--- src/design/linear_array_queue_assert.svh ---
// Assertion macros used by the linear array queue datapath.
// Every macro samples on the rising clock edge and is disabled while reset is low.
`ifndef LINEAR_ARRAY_QUEUE_ASSERT_SVH
`define LINEAR_ARRAY_QUEUE_ASSERT_SVH

// Plain property check.
`define LAQ_ASSERT(label, clk, rstn, prop, msg) \
  label: assert property (@(posedge clk) disable iff (!(rstn)) (prop)) else $error(msg);

// Same-cycle implication.
`define LAQ_ASSERT_IMP(label, clk, rstn, ante, cons, msg) \
  label: assert property (@(posedge clk) disable iff (!(rstn)) (ante) |-> (cons)) \
    else $error(msg);

// Next-cycle implication.
`define LAQ_ASSERT_NEXT(label, clk, rstn, ante, cons, msg) \
  label: assert property (@(posedge clk) disable iff (!(rstn)) (ante) |=> (cons)) \
    else $error(msg);

`endif

--- src/design/laq_pkg.sv ---
// ----------------------------------------------------------------------------
// laq_pkg
// Types, widths and codes that are shared by the linear array queue modules.
// ----------------------------------------------------------------------------
`timescale 1ns / 1ps
`default_nettype none

package laq_pkg;

  localparam int unsigned DEPTH  = 8;
  localparam int unsigned DATA_W = 32;
  localparam int unsigned IDX_W  = (DEPTH > 1) ? $clog2(DEPTH) : 1;
  localparam int unsigned CNT_W  = $clog2(DEPTH + 1);

  localparam logic [CNT_W-1:0] CNT_FULL = CNT_W'(DEPTH);

  typedef enum logic [1:0] {
    CMD_ENQUEUE = 2'd0,
    CMD_DEQUEUE = 2'd1,
    CMD_PEEK    = 2'd2,
    CMD_DISPLAY = 2'd3
  } laq_cmd_e;

  typedef enum logic [1:0] {
    ST_OK    = 2'd0,
    ST_FULL  = 2'd1,
    ST_EMPTY = 2'd2
  } laq_status_e;

  // Commands from the controller to the datapath.
  typedef struct packed {
    logic capture;       // Latch the incoming command and start the cursor at the head.
    logic ram_wr;        // Store the incoming value at the tail.
    logic ram_rd_head;   // Read the entry at the head.
    logic ram_rd_next;   // Advance the cursor and read the following entry.
    logic out_load;      // Load the output register.
    logic out_from_ram;  // Output register takes the RAM read data.
    logic deq_update;    // Remove the head entry.
  } laq_ctrl_t;

  // Status from the datapath to the controller.
  typedef struct packed {
    logic     full;
    logic     empty;
    logic     cur_last;
    logic     out_free;
    laq_cmd_e in_cmd;
    laq_cmd_e cmd;
  } laq_stat_t;

endpackage

`default_nettype wire

--- src/design/laq_if.sv ---
// ----------------------------------------------------------------------------
// laq_in_if / laq_out_if
// Valid/ready channels that carry queue commands and queue results.
// ----------------------------------------------------------------------------
`timescale 1ns / 1ps
`default_nettype none

interface laq_in_if;
  import laq_pkg::*;

  logic                     valid;
  logic                     ready;
  laq_cmd_e                 cmd;
  logic signed [DATA_W-1:0] value;

  modport source (output valid, output cmd, output value, input ready);
  modport sink   (input valid, input cmd, input value, output ready);
endinterface

interface laq_out_if;
  import laq_pkg::*;

  logic                     valid;
  logic                     ready;
  laq_status_e              status;
  logic signed [DATA_W-1:0] data;
  logic                     last;

  modport source (output valid, output status, output data, output last, input ready);
  modport sink   (input valid, input status, input data, input last, output ready);
endinterface

`default_nettype wire

--- src/design/laq_ram.sv ---
// ----------------------------------------------------------------------------
// laq_ram
// Generic single-write, single-read RAM with a registered read port.
// ----------------------------------------------------------------------------
`timescale 1ns / 1ps
`default_nettype none

module laq_ram #(
  parameter int unsigned WIDTH = 32,
  parameter int unsigned DEPTH = 8
) (
  input  wire logic                                       clk_i,
  input  wire logic                                       we_i,
  input  wire logic [((DEPTH > 1) ? $clog2(DEPTH) : 1)-1:0] waddr_i,
  input  wire logic [WIDTH-1:0]                           wdata_i,
  input  wire logic                                       re_i,
  input  wire logic [((DEPTH > 1) ? $clog2(DEPTH) : 1)-1:0] raddr_i,
  output logic      [WIDTH-1:0]                           rdata_o
);

  logic [WIDTH-1:0] mem_q [DEPTH];

  always_ff @(posedge clk_i) begin
    if (we_i) begin
      mem_q[waddr_i] <= wdata_i;
    end
    if (re_i) begin
      rdata_o <= mem_q[raddr_i];
    end
  end

endmodule

`default_nettype wire

--- src/design/laq_ctrl.sv ---
// ----------------------------------------------------------------------------
// laq_ctrl
// Controller state machine: decodes commands and sequences RAM reads.
// ----------------------------------------------------------------------------
`timescale 1ns / 1ps
`default_nettype none

module laq_ctrl (
  input  wire logic                clk_i,
  input  wire logic                rst_ni,
  input  wire logic                in_valid_i,
  output logic                     in_ready_o,
  input  wire laq_pkg::laq_stat_t  stat_i,
  output laq_pkg::laq_ctrl_t       ctrl_o
);
  import laq_pkg::*;

  typedef enum logic [1:0] {
    S_IDLE = 2'b01,
    S_READ = 2'b10
  } laq_state_e;

  laq_state_e state_q, state_d;
  logic       accept;

  assign in_ready_o = (state_q == S_IDLE) && stat_i.out_free;
  assign accept     = in_valid_i && in_ready_o;

  always_comb begin
    state_d = state_q;
    ctrl_o  = '0;
    unique case (state_q)
      S_IDLE: begin
        if (accept) begin
          ctrl_o.capture = 1'b1;
          unique case (stat_i.in_cmd)
            CMD_ENQUEUE: begin
              ctrl_o.out_load = 1'b1;
              ctrl_o.ram_wr   = !stat_i.full;
            end
            CMD_DEQUEUE, CMD_PEEK, CMD_DISPLAY: begin
              if (stat_i.empty) begin
                ctrl_o.out_load = 1'b1;
              end else begin
                ctrl_o.ram_rd_head = 1'b1;
                state_d            = S_READ;
              end
            end
          endcase
        end
      end
      S_READ: begin
        // The read data stays put in the RAM output register while the sink stalls.
        if (stat_i.out_free) begin
          ctrl_o.out_load     = 1'b1;
          ctrl_o.out_from_ram = 1'b1;
          ctrl_o.deq_update   = (stat_i.cmd == CMD_DEQUEUE);
          if ((stat_i.cmd == CMD_DISPLAY) && !stat_i.cur_last) begin
            ctrl_o.ram_rd_next = 1'b1;
          end else begin
            state_d = S_IDLE;
          end
        end
      end
      default: begin
        state_d = S_IDLE;
      end
    endcase
  end

  always_ff @(posedge clk_i or negedge rst_ni) begin
    if (!rst_ni) begin
      state_q <= S_IDLE;
    end else begin
      state_q <= state_d;
    end
  end

endmodule

`default_nettype wire

--- src/design/laq_datapath.sv ---
// ----------------------------------------------------------------------------
// laq_datapath
// Queue indices, entry RAM, read cursor and the output register.
// ----------------------------------------------------------------------------
`timescale 1ns / 1ps
`default_nettype none

`include "linear_array_queue_assert.svh"

module laq_datapath (
  input  wire logic                                 clk_i,
  input  wire logic                                 rst_ni,
  input  wire laq_pkg::laq_ctrl_t                   ctrl_i,
  output laq_pkg::laq_stat_t                        stat_o,
  input  wire laq_pkg::laq_cmd_e                    in_cmd_i,
  input  wire logic signed [laq_pkg::DATA_W-1:0]    in_value_i,
  input  wire logic                                 out_ready_i,
  output logic                                      out_valid_o,
  output laq_pkg::laq_status_e                      out_status_o,
  output logic signed [laq_pkg::DATA_W-1:0]         out_data_o,
  output logic                                      out_last_o
);
  import laq_pkg::*;

  logic [CNT_W-1:0]  write_count_q, write_count_d;
  logic [IDX_W-1:0]  read_index_q, read_index_d;
  logic [IDX_W-1:0]  cursor_q, cursor_d;
  laq_cmd_e          cmd_q, cmd_d;
  logic              out_valid_q, out_valid_d;
  laq_status_e       out_status_q, out_status_d;
  logic [DATA_W-1:0] out_data_q, out_data_d;
  logic              out_last_q, out_last_d;

  logic              full, empty, cur_last, out_free;
  logic [IDX_W-1:0]  cursor_inc;
  logic [IDX_W-1:0]  raddr;
  logic [DATA_W-1:0] rdata;

  assign full       = (write_count_q == CNT_FULL);
  assign empty      = (write_count_q == '0);
  assign cursor_inc = cursor_q + IDX_W'(1);
  // The cursor points at the final held entry when one more reaches the write count.
  assign cur_last   = ((CNT_W'(cursor_q) + CNT_W'(1)) == write_count_q);
  assign out_free   = !out_valid_q || out_ready_i;
  assign raddr      = ctrl_i.ram_rd_head ? read_index_q : cursor_inc;

  laq_ram #(
    .WIDTH (DATA_W),
    .DEPTH (DEPTH)
  ) u_ram (
    .clk_i   (clk_i),
    .we_i    (ctrl_i.ram_wr),
    .waddr_i (write_count_q[IDX_W-1:0]),
    .wdata_i (in_value_i),
    .re_i    (ctrl_i.ram_rd_head || ctrl_i.ram_rd_next),
    .raddr_i (raddr),
    .rdata_o (rdata)
  );

  always_comb begin
    write_count_d = write_count_q;
    read_index_d  = read_index_q;
    cursor_d      = cursor_q;
    cmd_d         = cmd_q;
    if (ctrl_i.capture) begin
      cmd_d    = in_cmd_i;
      cursor_d = read_index_q;
    end
    if (ctrl_i.ram_rd_next) begin
      cursor_d = cursor_inc;
    end
    if (ctrl_i.ram_wr) begin
      write_count_d = write_count_q + CNT_W'(1);
    end
    if (ctrl_i.deq_update) begin
      if (cur_last) begin
        write_count_d = '0;
        read_index_d  = '0;
      end else begin
        read_index_d = read_index_q + IDX_W'(1);
      end
    end
  end

  always_comb begin
    out_valid_d  = out_valid_q && !out_ready_i;
    out_status_d = out_status_q;
    out_data_d   = out_data_q;
    out_last_d   = out_last_q;
    if (ctrl_i.out_load) begin
      out_valid_d = 1'b1;
      if (ctrl_i.out_from_ram) begin
        out_status_d = ST_OK;
        out_data_d   = rdata;
        out_last_d   = (cmd_q != CMD_DISPLAY) || cur_last;
      end else begin
        out_data_d = '0;
        out_last_d = 1'b1;
        if (in_cmd_i == CMD_ENQUEUE) begin
          out_status_d = full ? ST_FULL : ST_OK;
        end else begin
          out_status_d = ST_EMPTY;
        end
      end
    end
  end

  always_ff @(posedge clk_i or negedge rst_ni) begin
    if (!rst_ni) begin
      write_count_q <= '0;
      read_index_q  <= '0;
      out_valid_q   <= 1'b0;
    end else begin
      write_count_q <= write_count_d;
      read_index_q  <= read_index_d;
      out_valid_q   <= out_valid_d;
    end
  end

  always_ff @(posedge clk_i) begin
    cursor_q     <= cursor_d;
    cmd_q        <= cmd_d;
    out_status_q <= out_status_d;
    out_data_q   <= out_data_d;
    out_last_q   <= out_last_d;
  end

  assign stat_o.full     = full;
  assign stat_o.empty    = empty;
  assign stat_o.cur_last = cur_last;
  assign stat_o.out_free = out_free;
  assign stat_o.in_cmd   = in_cmd_i;
  assign stat_o.cmd      = cmd_q;

  assign out_valid_o  = out_valid_q;
  assign out_status_o = out_status_q;
  assign out_data_o   = out_data_q;
  assign out_last_o   = out_last_q;

  `LAQ_ASSERT(a_index_in_range, clk_i, rst_ni,
      (write_count_q <= CNT_FULL) && (empty ? (read_index_q == '0) :
      (CNT_W'(read_index_q) < write_count_q)), "queue indices out of range")
  `LAQ_ASSERT_IMP(a_no_write_when_full, clk_i, rst_ni, ctrl_i.ram_wr, !full,
      "entry written while queue full")
  `LAQ_ASSERT_IMP(a_load_only_when_free, clk_i, rst_ni, ctrl_i.out_load, out_free,
      "output register overwritten before it was taken")
  `LAQ_ASSERT_NEXT(a_drain_to_empty, clk_i, rst_ni, ctrl_i.deq_update && cur_last,
      (write_count_q == '0) && (read_index_q == '0), "queue not empty after last dequeue")

endmodule

`default_nettype wire

--- src/design/linear_array_queue.sv ---
// Results: an enqueue, or any command on an empty queue, shows its result in the cycle
// after the transaction; dequeue and peek results pass the RAM read register, then the output register.
// Throughput: one item at a time; display gives one result per cycle after the first if the sink is ready.
// The next transaction is taken at the edge where the item's final result leaves the output register.
// Reset: asynchronous, active low; clears the queue indices, entries stay unknown until written.
// ----------------------------------------------------------------------------
// linear_array_queue
// Non-wrapping array queue with enqueue, dequeue, peek and display commands.
// ----------------------------------------------------------------------------
`timescale 1ns / 1ps
`default_nettype none

module linear_array_queue (
  input  wire logic  clk_i,
  input  wire logic  rst_ni,
  laq_in_if.sink     in_i,
  laq_out_if.source  out_o
);
  import laq_pkg::*;

  laq_ctrl_t ctrl;
  laq_stat_t stat;
  logic      in_ready;

  laq_ctrl u_ctrl (
    .clk_i      (clk_i),
    .rst_ni     (rst_ni),
    .in_valid_i (in_i.valid),
    .in_ready_o (in_ready),
    .stat_i     (stat),
    .ctrl_o     (ctrl)
  );

  laq_datapath u_datapath (
    .clk_i        (clk_i),
    .rst_ni       (rst_ni),
    .ctrl_i       (ctrl),
    .stat_o       (stat),
    .in_cmd_i     (in_i.cmd),
    .in_value_i   (in_i.value),
    .out_ready_i  (out_o.ready),
    .out_valid_o  (out_o.valid),
    .out_status_o (out_o.status),
    .out_data_o   (out_o.data),
    .out_last_o   (out_o.last)
  );

  assign in_i.ready = in_ready;

endmodule

`default_nettype wire

--- src/flat_wrapper.sv ---
// flat-port wrapper written by rule: the top's interface ports become plain ports
module linear_array_queue_flat import laq_pkg::*;
  (clk_i, rst_ni, in_i_valid, in_i_cmd, in_i_value, in_i_ready, out_o_valid, out_o_status, out_o_data, out_o_last, out_o_ready);
  laq_in_if in_i_i ();
  laq_out_if out_o_i ();
  input  wire logic clk_i;
  input  wire logic rst_ni;
  input wire logic [$bits(in_i_i.valid)-1:0] in_i_valid;
  input wire logic [$bits(in_i_i.cmd)-1:0] in_i_cmd;
  input wire logic [$bits(in_i_i.value)-1:0] in_i_value;
  output wire logic [$bits(in_i_i.ready)-1:0] in_i_ready;
  output wire logic [$bits(out_o_i.valid)-1:0] out_o_valid;
  output wire logic [$bits(out_o_i.status)-1:0] out_o_status;
  output wire logic [$bits(out_o_i.data)-1:0] out_o_data;
  output wire logic [$bits(out_o_i.last)-1:0] out_o_last;
  input wire logic [$bits(out_o_i.ready)-1:0] out_o_ready;
  assign in_i_i.valid = in_i_valid;
  assign in_i_i.cmd = in_i_cmd;
  assign in_i_i.value = in_i_value;
  assign in_i_ready = in_i_i.ready;
  assign out_o_valid = out_o_i.valid;
  assign out_o_status = out_o_i.status;
  assign out_o_data = out_o_i.data;
  assign out_o_last = out_o_i.last;
  assign out_o_i.ready = out_o_ready;
  linear_array_queue u_core (.clk_i(clk_i), .rst_ni(rst_ni), .in_i(in_i_i), .out_o(out_o_i));
endmodule
--- config.mk ---
export PLATFORM = sky130hd
export DESIGN_NAME = linear_array_queue_flat
export DESIGN_NICKNAME = d
export VERILOG_FILES = /design/src/design/laq_pkg.sv /design/src/design/laq_if.sv /design/src/design/laq_ram.sv /design/src/design/laq_ctrl.sv /design/src/design/laq_datapath.sv /design/src/design/linear_array_queue.sv /design/src/flat_wrapper.sv
export VERILOG_INCLUDE_DIRS = /design/src /design/src/design
export SDC_FILE = /design/constraint.sdc
export NUM_CORES = 1
export LEC_CHECK = 0
export BUFFER_PORTS_ARGS = -buffer_cell sky130_fd_sc_hd__buf_2
export CORE_MARGIN = 2
export CORE_UTILIZATION = 40
export DETAILED_ROUTE_END_ITERATION = 16
export PLACE_DENSITY = 0.66
export SKIP_CTS_REPAIR_TIMING = 1
export SYNTH_ARGS = -nofsm -noshare
export SYNTH_HDL_FRONTEND = slang
export SYNTH_HIERARCHICAL = 1
export SYNTH_SLANG_ARGS = --single-unit
--- constraint.sdc ---
create_clock -name clk_i -period 5.21 [get_ports clk_i]
set_input_delay 0.7815 -clock clk_i [delete_from_list [all_inputs] [get_ports clk_i]]
set_output_delay 0.7815 -clock clk_i [all_outputs]
set_load 0.02 [all_outputs]
==> results of run 1 <==
==> how the worst max path moves through the flow <==
| stage | startpoint | to | slack (ps) | cells past startpoint |
|---|---|---|---|---|
| 2_1_floorplan | u_core/u_datapath/write_count_q[0] | u_core/u_datapath/u_ram/mem_q[4][0] | 560 | 7 |
| 3_3_place_gp | out_o_ready | u_core/u_datapath/u_ram/rdata_o[30] | 1450 | 8 |
| 3_5_place_dp | out_o_ready | u_core/u_datapath/u_ram/rdata_o[20] | 1360 | 8 |
| 4_1_cts | u_core/u_datapath/write_count_q[0] | u_core/u_datapath/u_ram/rdata_o[20] | 1470 | 8 |
| 5_1_grt | u_core/u_datapath/write_count_q[0] | u_core/u_datapath/u_ram/rdata_o[18] | 1250 | 8 |
| 6_report | u_core/u_datapath/write_count_q[0] | u_core/u_datapath/u_ram/rdata_o[30] | 1490 | 8 |
==> synthesized netlist by cell type (7+ instances only) <==
cell type	instances
nor2_1	10
mux4_1	40
inv_1	8
edfxtp_1	328
dfrtp_1	9
nand2_1	8
mux4_2	24
and2_1	32
buf_6	7
mux2_2	35
==> sequential cells by signal, summed over array words and instances, names as in the netlist <==
name,count
u_core/u_datapath/out_status_o,2
u_core/u_datapath/u_ram/mem_q,256
u_core/u_ctrl/state_q,2
u_core/u_datapath/cursor_q,3
u_core/u_datapath/write_count_q,4
u_core/u_datapath/read_index_q,3
u_core/u_datapath/out_data_o,32
u_core/u_datapath/out_valid_o,1
u_core/u_datapath/u_ram/rdata_o,32
u_core/u_datapath/out_last_o,1
u_core/u_datapath/cmd_q,2
==> stage by stage <==
step,setup slack [ps],std cells,util
6_report,1490,1145,0.4658
5_1_grt,1251,1144,0.4657
4_1_cts,1468,1143,0.4656
3_3_place_gp,1454,1082,0.4320
3_5_place_dp,1356,1082,0.4320
2_1_floorplan,557.5,582,-
==> logic make-up after synthesis <==
kind of cell / count (synthesis) / synth area share
AND/OR/NAND/NOR: 75 / 0.03460
AO/OA/AOI/OAI: 18 / 0.01016
XOR/XNOR: 7 / 0.004696
buffers and inverters: 36 / 0.01668
adder cells (fa/ha/maj): 6 / 0.005750
flip-flops: 338 / 0.7737
multiplexers: 102 / 0.1544
==> power by group <==
group | switching, mW | leakage (nW) | internal (mW)
Sequential | 0.120 | 3.09 | 3.38
Clock | 0.965 | 0.529 | 1.39
Combinational | 1.02 | 1.42 | 0.975
Total | 2.11 | 5.04 | 5.75
==> final cells by class <==
| type | count | area (um2) |
|---|---|---|
| clock inverters | 18 | 140.1 |
| clock buffers | 43 | 948.4 |
| diodes | 2 | 5.005 |
| inverters | 8 | 30.03 |
| repair buffers | 86 | 485.5 |
| multi-input cells | 208 | 2814 |
| fillers | 2699 | 17290 |
| flip-flops and latches | 338 | 10100 |
| well taps | 442 | 553.0 |
==> worst reg2reg max path, cell delays in order (launching register included) <==
cell     delay [ps]
dfrtp_1         590
inv_1            90
ha_1            220
nor3b_1         180
nor3_1          630
mux2_2          790
buf_12          330
mux4_2          370
mux2_2          270
==> layer usage <==
metal  vias to the layer above  track usage  wire length, um
met4                         4      0.04857              596
met3                        42      0.03122             1210
met1                      3065       0.1843            10130
met5                         -            0               21
met2                       139       0.2614            12960
li1                       2594            -                -
==> results.ini, run 1 <==
[sta]
period_minus_slack_ps=3720
timing.setup.tns_ps=0
worst_clock_skew_ps=15.61
worst_pin_slew_ps=1135
post-route-period-util=0.7140
rsz0062_at_grt=no
maxSlewViolCount=0
fmax_mhz=268.8
slew_headroom=0.2361
hold_viol=0
timing.hold.ws_ps=141.9
setup_viol=0

[cells_and_area]
nets=720
final_cell_mix=edfxtp_1 (328), buf_2 (74), mux4_1 (40), clkbuf_16 (37), mux2_2 (35)
layout-drive-gt1-share=0.3067
final_area_mm2=0.01508
area_delta_synth_final_pct=15.49
mostFrequentLayoutCell=edfxtp_1

[drt]
drtAntennaViolNets=0
drc_errors=0
firstDrtPassIters=4
drtIter0Drc=460
viasPerCell=5.104
drt-wirelength-per-cell_um=21.77
wirelength_um=24920
vias=5844

[synth]
syn_area_mm2=0.01306
synth_area_leaders=edfxtp_1 (75%), mux4_1 (8.1%), mux4_2 (4.1%), mux2_2 (3.0%), dfrtp_1 (1.7%)
netlist_instances=582
ys_seq_area_frac=0.7737
yosys_most_used_dff=edfxtp_1
synthArstFlopShare=0.02959
yosysTopAreaCellShare=0.7545
ys_warn_count=6
synth_cell_types=46
synth_seq_cells=338
yosys.area.top_type=edfxtp_1
avgSynthCellArea_um2=22.43
synth_nets=626
synth-edff-count=328

[worst_setup_path]
crit_required_ps=5460
cp_slowest_cell=mux2_2
reg2reg_depth=8
crit_path_max_fanout=36
worst_path_largest_cell_delay_ps=790
critPathKind=reg2reg
r2r-end=u_core/u_datapath/u_ram/rdata_o[30]
path_cells=inv_1 > ha_1 > nor3b_1 > nor3_1 > mux2_2 > buf_12 > mux4_2 > mux2_2
worstPathArrival_ps=3970
endpoint_kind=flip-flop
crit_path_frequent_cell=mux2_2
start_kind=flip-flop
r2r_slack_ps=1490
cpLargestDelayFamily=multiplexers
timing.rr.start=u_core/u_datapath/write_count_q[0]
path_buf_inv=2

[run]
maxCapViolCount=0

[floorplan]
die_h_um=184.7
core-area_mm2=0.03237
rows=66
io_pins=75
initial_core_util=0.4033
dieWidth_um=184.7
fp.dieArea_mm2=0.03410

[clock_tree]
clk_pin_slew_ps=60
clock-sinks=338
clkLatencyLatePin_ps=510
cts_tree=yes
htree_levels=2
cts_root_buf=clkbuf_16
cts_max_path_buffers=3
numCtsBuffers=34

[placement]
place.gp.congestion=0.7445
place.port_buffers=74
place_hpwl_um=13120
dpl_cell_area_mm2=0.01398

[power]
p_leak_nw=5.038
power_density_mw_per_mm2=521.2
peakVddDrop_mv=0.2353
p_total_mw=7.858

[grt]
antenna_found_initial=5
grt_pass1_vias=6199
grt_usage=0.1488
grt_overflow=0
grt_max_degree=65
grt_pass1_wl_um=37070

[min_path]
min_path_type=in2async

[status]
status=finished, final reports clean

No activity file was read; power rests on OpenSTA's default activity.
==> run 2, diff against run 1 <==
==> constraint.sdc (replaced) <==
create_clock -name clk_i -period 3.88 [get_ports clk_i]
set_input_delay 0.582 -clock clk_i [delete_from_list [all_inputs] [get_ports clk_i]]
set_output_delay 0.582 -clock clk_i [all_outputs]
set_load 0.02 [all_outputs]
==> run 2 against run 1 <==
Net effect: first-iteration DRC count shrank 8.3%; final area grew 0.95%; register-to-register slack lost 770 ps; combinational power grew 37%; highest routed layer unchanged; via count grew 1.1%.
==> results.ini, run 2 (synthesized netlist as in run 1, its figures left out) <==
[worst_setup_path]
endpoint_kind=flip-flop  ; unchanged
worst_path_largest_cell_delay_ps=860  ; was 790 ps
cp_slowest_cell=or2_2  ; was mux2_2
cpLargestDelayFamily=simple AND/OR/NAND/NOR gates  ; was multiplexers
path_cells=ha_1 > xnor2_1 > a211o_1 > nor2_4 > nor3b_1 > buf_4 > or2_2  ; was inv_1 > ha_1 > nor3b_1 > nor3_1 > mux2_2 > buf_12 > mux4_2 > mux2_2
worstPathArrival_ps=3270  ; was 3970 ps
start_kind=flip-flop  ; unchanged
critPathKind=reg2reg  ; unchanged
path_buf_inv=1  ; was 2
crit_path_max_fanout=32  ; was 36
crit_required_ps=3990  ; was 5460 ps

[drt]
drtAntennaViolNets=0  ; unchanged
dr_wl_met3_um=1112  ; was 1210 um
wirelength_um=24740  ; was 24920 um
topRoutingLayerUsed=met5  ; unchanged
wl_met1_um=10140  ; was 10130 um
drt-wirelength-per-cell_um=21.29  ; was 21.77 um
viasPerCell=5.083  ; was 5.104
vias=5906  ; was 5844
firstDrtPassIters=5  ; was 4
drc_errors=0  ; unchanged
drtIter0Drc=422  ; was 460
dr_wl_met2_um=13020  ; was 12960 um

[cells_and_area]
top_register=u_core/u_datapath/u_ram/mem_q  ; unchanged
multiInputGateArea_mm2=0.002814  ; unchanged
layout-drive-gt1-share=0.3189  ; was 0.3067
final_util=0.4702  ; was 0.4658
regArea_mm2=0.01010  ; unchanged
final_cell_count_no_fill=1162  ; was 1145
area_delta_synth_final_pct=16.58  ; was 15.49%
final_cell_mix=edfxtp_1 (328), buf_2 (74), mux4_1 (40), clkbuf_16 (36), mux2_2 (35)  ; was edfxtp_1 (328), buf_2 (74), mux4_1 (40), clkbuf_16 (37), mux2_2 (35)
mostFrequentLayoutCell=edfxtp_1  ; unchanged
n_fill_cell=2674  ; was 2699
nets=735  ; was 720
largest_register_ffs=256  ; unchanged

[min_path]
min_path_type=in2reg  ; was in2async

[sta]
maxSlewViolCount=0  ; unchanged
rsz0062_at_grt=no  ; unchanged
slew_headroom=0.2551  ; was 0.2361
worst_clock_skew_ps=27.80  ; was 15.61 ps
post-route-period-util=0.8138  ; was 0.7140
hold_viol=0  ; unchanged
fin_ws_ps=722.4  ; was 1490 ps
fmax_mhz=316.7  ; was 268.8 MHz
period_minus_slack_ps=3158  ; was 3720 ps
worst_pin_slew_ps=1117  ; was 1135 ps
timing.setup.tns_ps=0  ; unchanged
setup_viol=0  ; unchanged

[floorplan]
initial_core_util=0.4033  ; unchanged
fp.dieArea_mm2=0.03410  ; unchanged
dieWidth_um=184.7  ; unchanged
core-area_mm2=0.03237  ; unchanged
rows=66  ; unchanged
io_pins=75  ; unchanged
die_h_um=184.7  ; unchanged

[power]
p_sw_mw=2.844  ; was 2.109 mW
seq_power_share=0.445  ; was 0.446
power_density_mw_per_mm2=695.2  ; was 521.2 mW/mm2
p_leak_nw=5.123  ; was 5.038 nW
swShare=0.2688  ; was 0.2684
p_comb_frac=0.259  ; was 0.255
p_total_mw=10.58  ; was 7.858 mW
p_int_mw=7.737  ; was 5.749 mW
power_frac_clock=0.296  ; was 0.300
peakVddDrop_mv=0.3686  ; was 0.2353 mV

[placement]
pre_cts_slack_ps=708.0  ; was 1356 ps
place.port_buffers=74  ; unchanged
place.gp.congestion=0.7130  ; was 0.7445
place_hpwl_um=14320  ; was 13120 um
dp.cells=1095  ; was 1082

[grt]
grt_overflow=0  ; unchanged
grt_usage=0.1482  ; was 0.1488
grt_pass1_wl_um=37310  ; was 37070 um
antenna_found_initial=4  ; was 5
grt_max_degree=65  ; unchanged
grt_pass1_vias=6275  ; was 6199

[clock_tree]
cts_max_path_buffers=3  ; unchanged
cts_tree=yes  ; unchanged
cts_root_buf=clkbuf_16  ; unchanged
clock-sinks=338  ; unchanged
numCtsBuffers=35  ; was 34
clkLatencyLatePin_ps=510  ; about the same
htree_levels=2  ; unchanged
clk_pin_slew_ps=60  ; about the same

[status]
status=finished, final reports clean  ; unchanged

[run]
maxCapViolCount=0  ; unchanged

[run 2: cell types whose count changed in the layout (fill, tap and decap cells not counted)]
cell	change
clkinvlp_4	-2
clkbuf_1	+1
dlygate4sd3_1	+1
diode_2	+3
clkinv_8	+1
clkbuf_16	-1
clkinv_2	+1
inv_6	+1
buf_4	+10
clkinv_1	-1
buf_12	+3
[run 2: metrics by stage]
step | hold slack, ps | area, um2
after floorplan | 286.4 | 13060
after global placement | 457.1 | 14120
after detailed placement | 463.2 | 14120
after CTS | -60.48 | 15200
after global routing | 308.2 | 15210
final | 320.2 | 15220
[run 2: final timing paths]
check | start | endpoint | slack, ps | cells past startpoint
max in group asynchronous | rst_ni | u_core/u_ctrl/state_q[0] | 3110 | 2
setup reg to reg | u_core/u_datapath/cursor_q[0] | u_core/u_datapath/u_ram/rdata_o[13] | 720 | 7
hold reg to reg | u_core/u_ctrl/state_q[0] | u_core/u_ctrl/state_q[0] | 510 | 2
hold / removal | in_i_cmd[0] | u_core/u_datapath/cmd_q[0] | 320 | 1
setup / recovery | u_core/u_datapath/cursor_q[0] | u_core/u_datapath/u_ram/rdata_o[13] | 720 | 7
min in group asynchronous | rst_ni | u_core/u_datapath/read_index_q[2] | 500 | 2
[run 2: layout make-up]
cell class,instances,share of cell area
diodes,5,0.0008221
clock buffers,43,0.06092
clock inverters,18,0.009947
inverters,8,0.001973
multi-input cells,208,0.1849
flip-flops and latches,338,0.6637
well taps,442,0.03634
repair buffers,100,0.04143
[run 2: routing by layer]
layer,vias up,global-route usage
met5,-,0
li1,2626,-
met3,33,0.03023
met1,3114,0.1811
met2,131,0.2684
met4,2,0.03841
[run 2: power groups by stage]
stage | Clock (mW) | Combinational [mW] | Sequential (mW)
global route | 3.35 | 2.96 | 4.74
global placement | 0 | 2.69 | 4.77
floorplan | 0 | 2.02 | 4.83
finish | 3.13 | 2.75 | 4.71
detailed placement | 0 | 2.78 | 4.78
CTS | 3.21 | 2.80 | 4.71
==> run 3, diff against run 2 <==
--- a/config.mk
+++ b/config.mk
@@ -10,7 +10,7 @@
 export CORE_MARGIN = 2
 export CORE_UTILIZATION = 40
 export DETAILED_ROUTE_END_ITERATION = 16
-export PLACE_DENSITY = 0.66
+export PLACE_DENSITY = 0.68
 export SKIP_CTS_REPAIR_TIMING = 1
 export SYNTH_ARGS = -nofsm -noshare
 export SYNTH_HDL_FRONTEND = slang
==> constraint.sdc (replaced) <==
create_clock -name clk_i -period 2.7 [get_ports clk_i]
set_input_delay 0.405 -clock clk_i [delete_from_list [all_inputs] [get_ports clk_i]]
set_output_delay 0.405 -clock clk_i [all_outputs]
set_load 0.02 [all_outputs]
==> run 3 against run 2 <==
Net effect: the flow now finishes with violations (negative setup slack); hold slack worse by 160 ps; via count up 2.5%; highest routed layer unchanged; clock power up 50%; utilization up 1.4 points; cell count up 2.5%; routed wire length up 5.0%; largest power group unchanged.
==> results.ini, run 3 (synthesized netlist as in run 1, its figures left out) <==
[status]
status=finished, violations left  ; was finished, final reports clean
violations=negative setup slack

[drt]
drtIter0Drc=488  ; was 422
wirelength_um=25980  ; was 24740 um
firstDrtPassIters=5  ; unchanged
viasPerCell=5.081  ; was 5.083
drt-wirelength-per-cell_um=21.82  ; was 21.29 um
drtAntennaViolNets=0  ; unchanged
drc_errors=0  ; unchanged
vias=6052  ; was 5906

[floorplan]
dieWidth_um=184.7  ; unchanged
core-area_mm2=0.03237  ; unchanged
initial_core_util=0.4033  ; unchanged
die_h_um=184.7  ; unchanged
fp.dieArea_mm2=0.03410  ; unchanged
io_pins=75  ; unchanged
rows=66  ; unchanged

[clock_tree]
numCtsBuffers=36  ; was 35
cts_max_path_buffers=3  ; unchanged
cts_tree=yes  ; unchanged
clock-sinks=338  ; unchanged
clkLatencyLatePin_ps=510  ; about the same
clk_pin_slew_ps=60  ; about the same
cts_root_buf=clkbuf_16  ; unchanged
htree_levels=2  ; unchanged

[cells_and_area]
final_cell_count_no_fill=1191  ; was 1162
largest_register_ffs=256  ; unchanged
nets=766  ; was 735
n_antenna_cell=0  ; was 5
n_fill_cell=2662  ; was 2674
final_util=0.4845  ; was 0.4702
area_delta_synth_final_pct=20.14  ; was 16.58%
mostFrequentLayoutCell=edfxtp_1  ; unchanged
final_cell_mix=edfxtp_1 (328), buf_2 (74), mux4_2 (62), clkbuf_16 (43)  ; was edfxtp_1 (328), buf_2 (74), mux4_1 (40), clkbuf_16 (36), mux2_2 (35)
layout-drive-gt1-share=0.4139  ; was 0.3189
top_register=u_core/u_datapath/u_ram/mem_q  ; unchanged

[sta]
worst_clock_skew_ps=8.232  ; was 27.80 ps
fin_ws_ps=-17.35  ; was 722.4 ps
maxSlewViolCount=0  ; unchanged
post-route-period-util=1.006  ; was 0.8138
setup_viol=1  ; was 0
timing.hold.ws_ps=158.4  ; was 320.2 ps
hold_viol=0  ; unchanged
slew_headroom=0.5327  ; was 0.2551
rsz0062_at_grt=yes  ; was no
period_minus_slack_ps=2717  ; was 3158 ps
timing.setup.tns_ps=-17.35  ; was 0 ps
fmax_mhz=368.0  ; was 316.7 MHz
worst_pin_slew_ps=698.4  ; was 1117 ps

[worst_setup_path]
worstPathArrival_ps=2970  ; was 3270 ps
endpoint_kind=flip-flop  ; unchanged
crit_required_ps=2960  ; was 3990 ps
r2r_slack_ps=-20  ; was 720 ps
critPathKind=reg2reg  ; unchanged
start_kind=flip-flop  ; unchanged
crit_path_max_fanout=7  ; was 32

[grt]
grt_pass1_wl_um=37120  ; was 37310 um
grt_pass1_vias=6171  ; was 6275
grt_usage=0.1472  ; was 0.1482
grt_overflow=0  ; unchanged
antenna_found_initial=4  ; unchanged
grt_max_degree=45  ; was 65

[power]
p_leak_nw=5.243  ; was 5.123 nW
peakVddDrop_mv=0.4895  ; was 0.3686 mV
power_density_mw_per_mm2=1047  ; was 695.2 mW/mm2

[placement]
place_hpwl_um=13680  ; was 14320 um
place.gp.congestion=0.7645  ; was 0.7130
place.port_buffers=74  ; unchanged
dp.cells=1112  ; was 1095

[min_path]
min_path_type=in2reg  ; unchanged

[run]
maxCapViolCount=0  ; unchanged

## run 3: area by class of cell
type | instances | area [um2] | area share
Timing Repair Buffer | 129 | 1075 | 0.06853
Tap cell | 442 | 553.0 | 0.03526
Inverter | 8 | 30.03 | 0.001915
Clock inverter | 14 | 136.4 | 0.008696
Sequential cell | 338 | 10100 | 0.6442
Clock buffer | 51 | 999.7 | 0.06374
Multi-Input combinational cell | 209 | 2786 | 0.1777
## run 3: metrics by stage
stage | setup WS [ps] | instance area [um2] | total power, mW
6_report | -17.35 | 15680 | 16.41
5_1_grt | -75.99 | 15680 | 17.15
3_5_place_dp | -88.68 | 14300 | 11.21
4_1_cts | -142.0 | 15430 | 15.94
3_3_place_gp | -29.80 | 14300 | 11.13
2_1_floorplan | -247.5 | 13080 | 10.06
## run 3: per-layer routing
layer | vias up | wire length, um | track usage
li1 | 2655 | - | -
met1 | 3135 | 11310 | 0.2027
met2 | 202 | 12500 | 0.2386
met3 | 52 | 1626 | 0.03201
met4 | 8 | 502 | 0.04000
met5 | - | 45 | 0
## run 3: worst max-delay path: stages, from the launching register on
cell       delay [ps]
dfrtp_2           410
inv_2              70
ha_4              120
nor3b_4           240
nor3_4            100
buf_12            140
o21ai_4           230
buf_12            180
clkbuf_16         170
mux4_2            520
mux2_4            280
## run 3: path summary, 6_finish.rpt
check / cells after the start / endpoint / startpoint
max in group asynchronous: 2 / u_core/u_ctrl/state_q[0] / rst_ni
max: 10 / u_core/u_datapath/u_ram/rdata_o[20] / u_core/u_datapath/write_count_q[0]
max reg2reg: 10 / u_core/u_datapath/u_ram/rdata_o[20] / u_core/u_datapath/write_count_q[0]
min: 1 / u_core/u_datapath/u_ram/mem_q[5][9] / in_i_value[9]
min in group asynchronous: 2 / u_core/u_datapath/read_index_q[2] / rst_ni
min reg2reg: 1 / u_core/u_datapath/out_data_o[7] / u_core/u_datapath/u_ram/rdata_o[7]
## run 3: where the power goes
group	switching [mW]	internal, mW	leakage (nW)
registers	0.188	6.53	3.09
clock network	1.92	2.79	0.562
logic	2.41	2.58	1.59
total	4.51	11.9	5.24
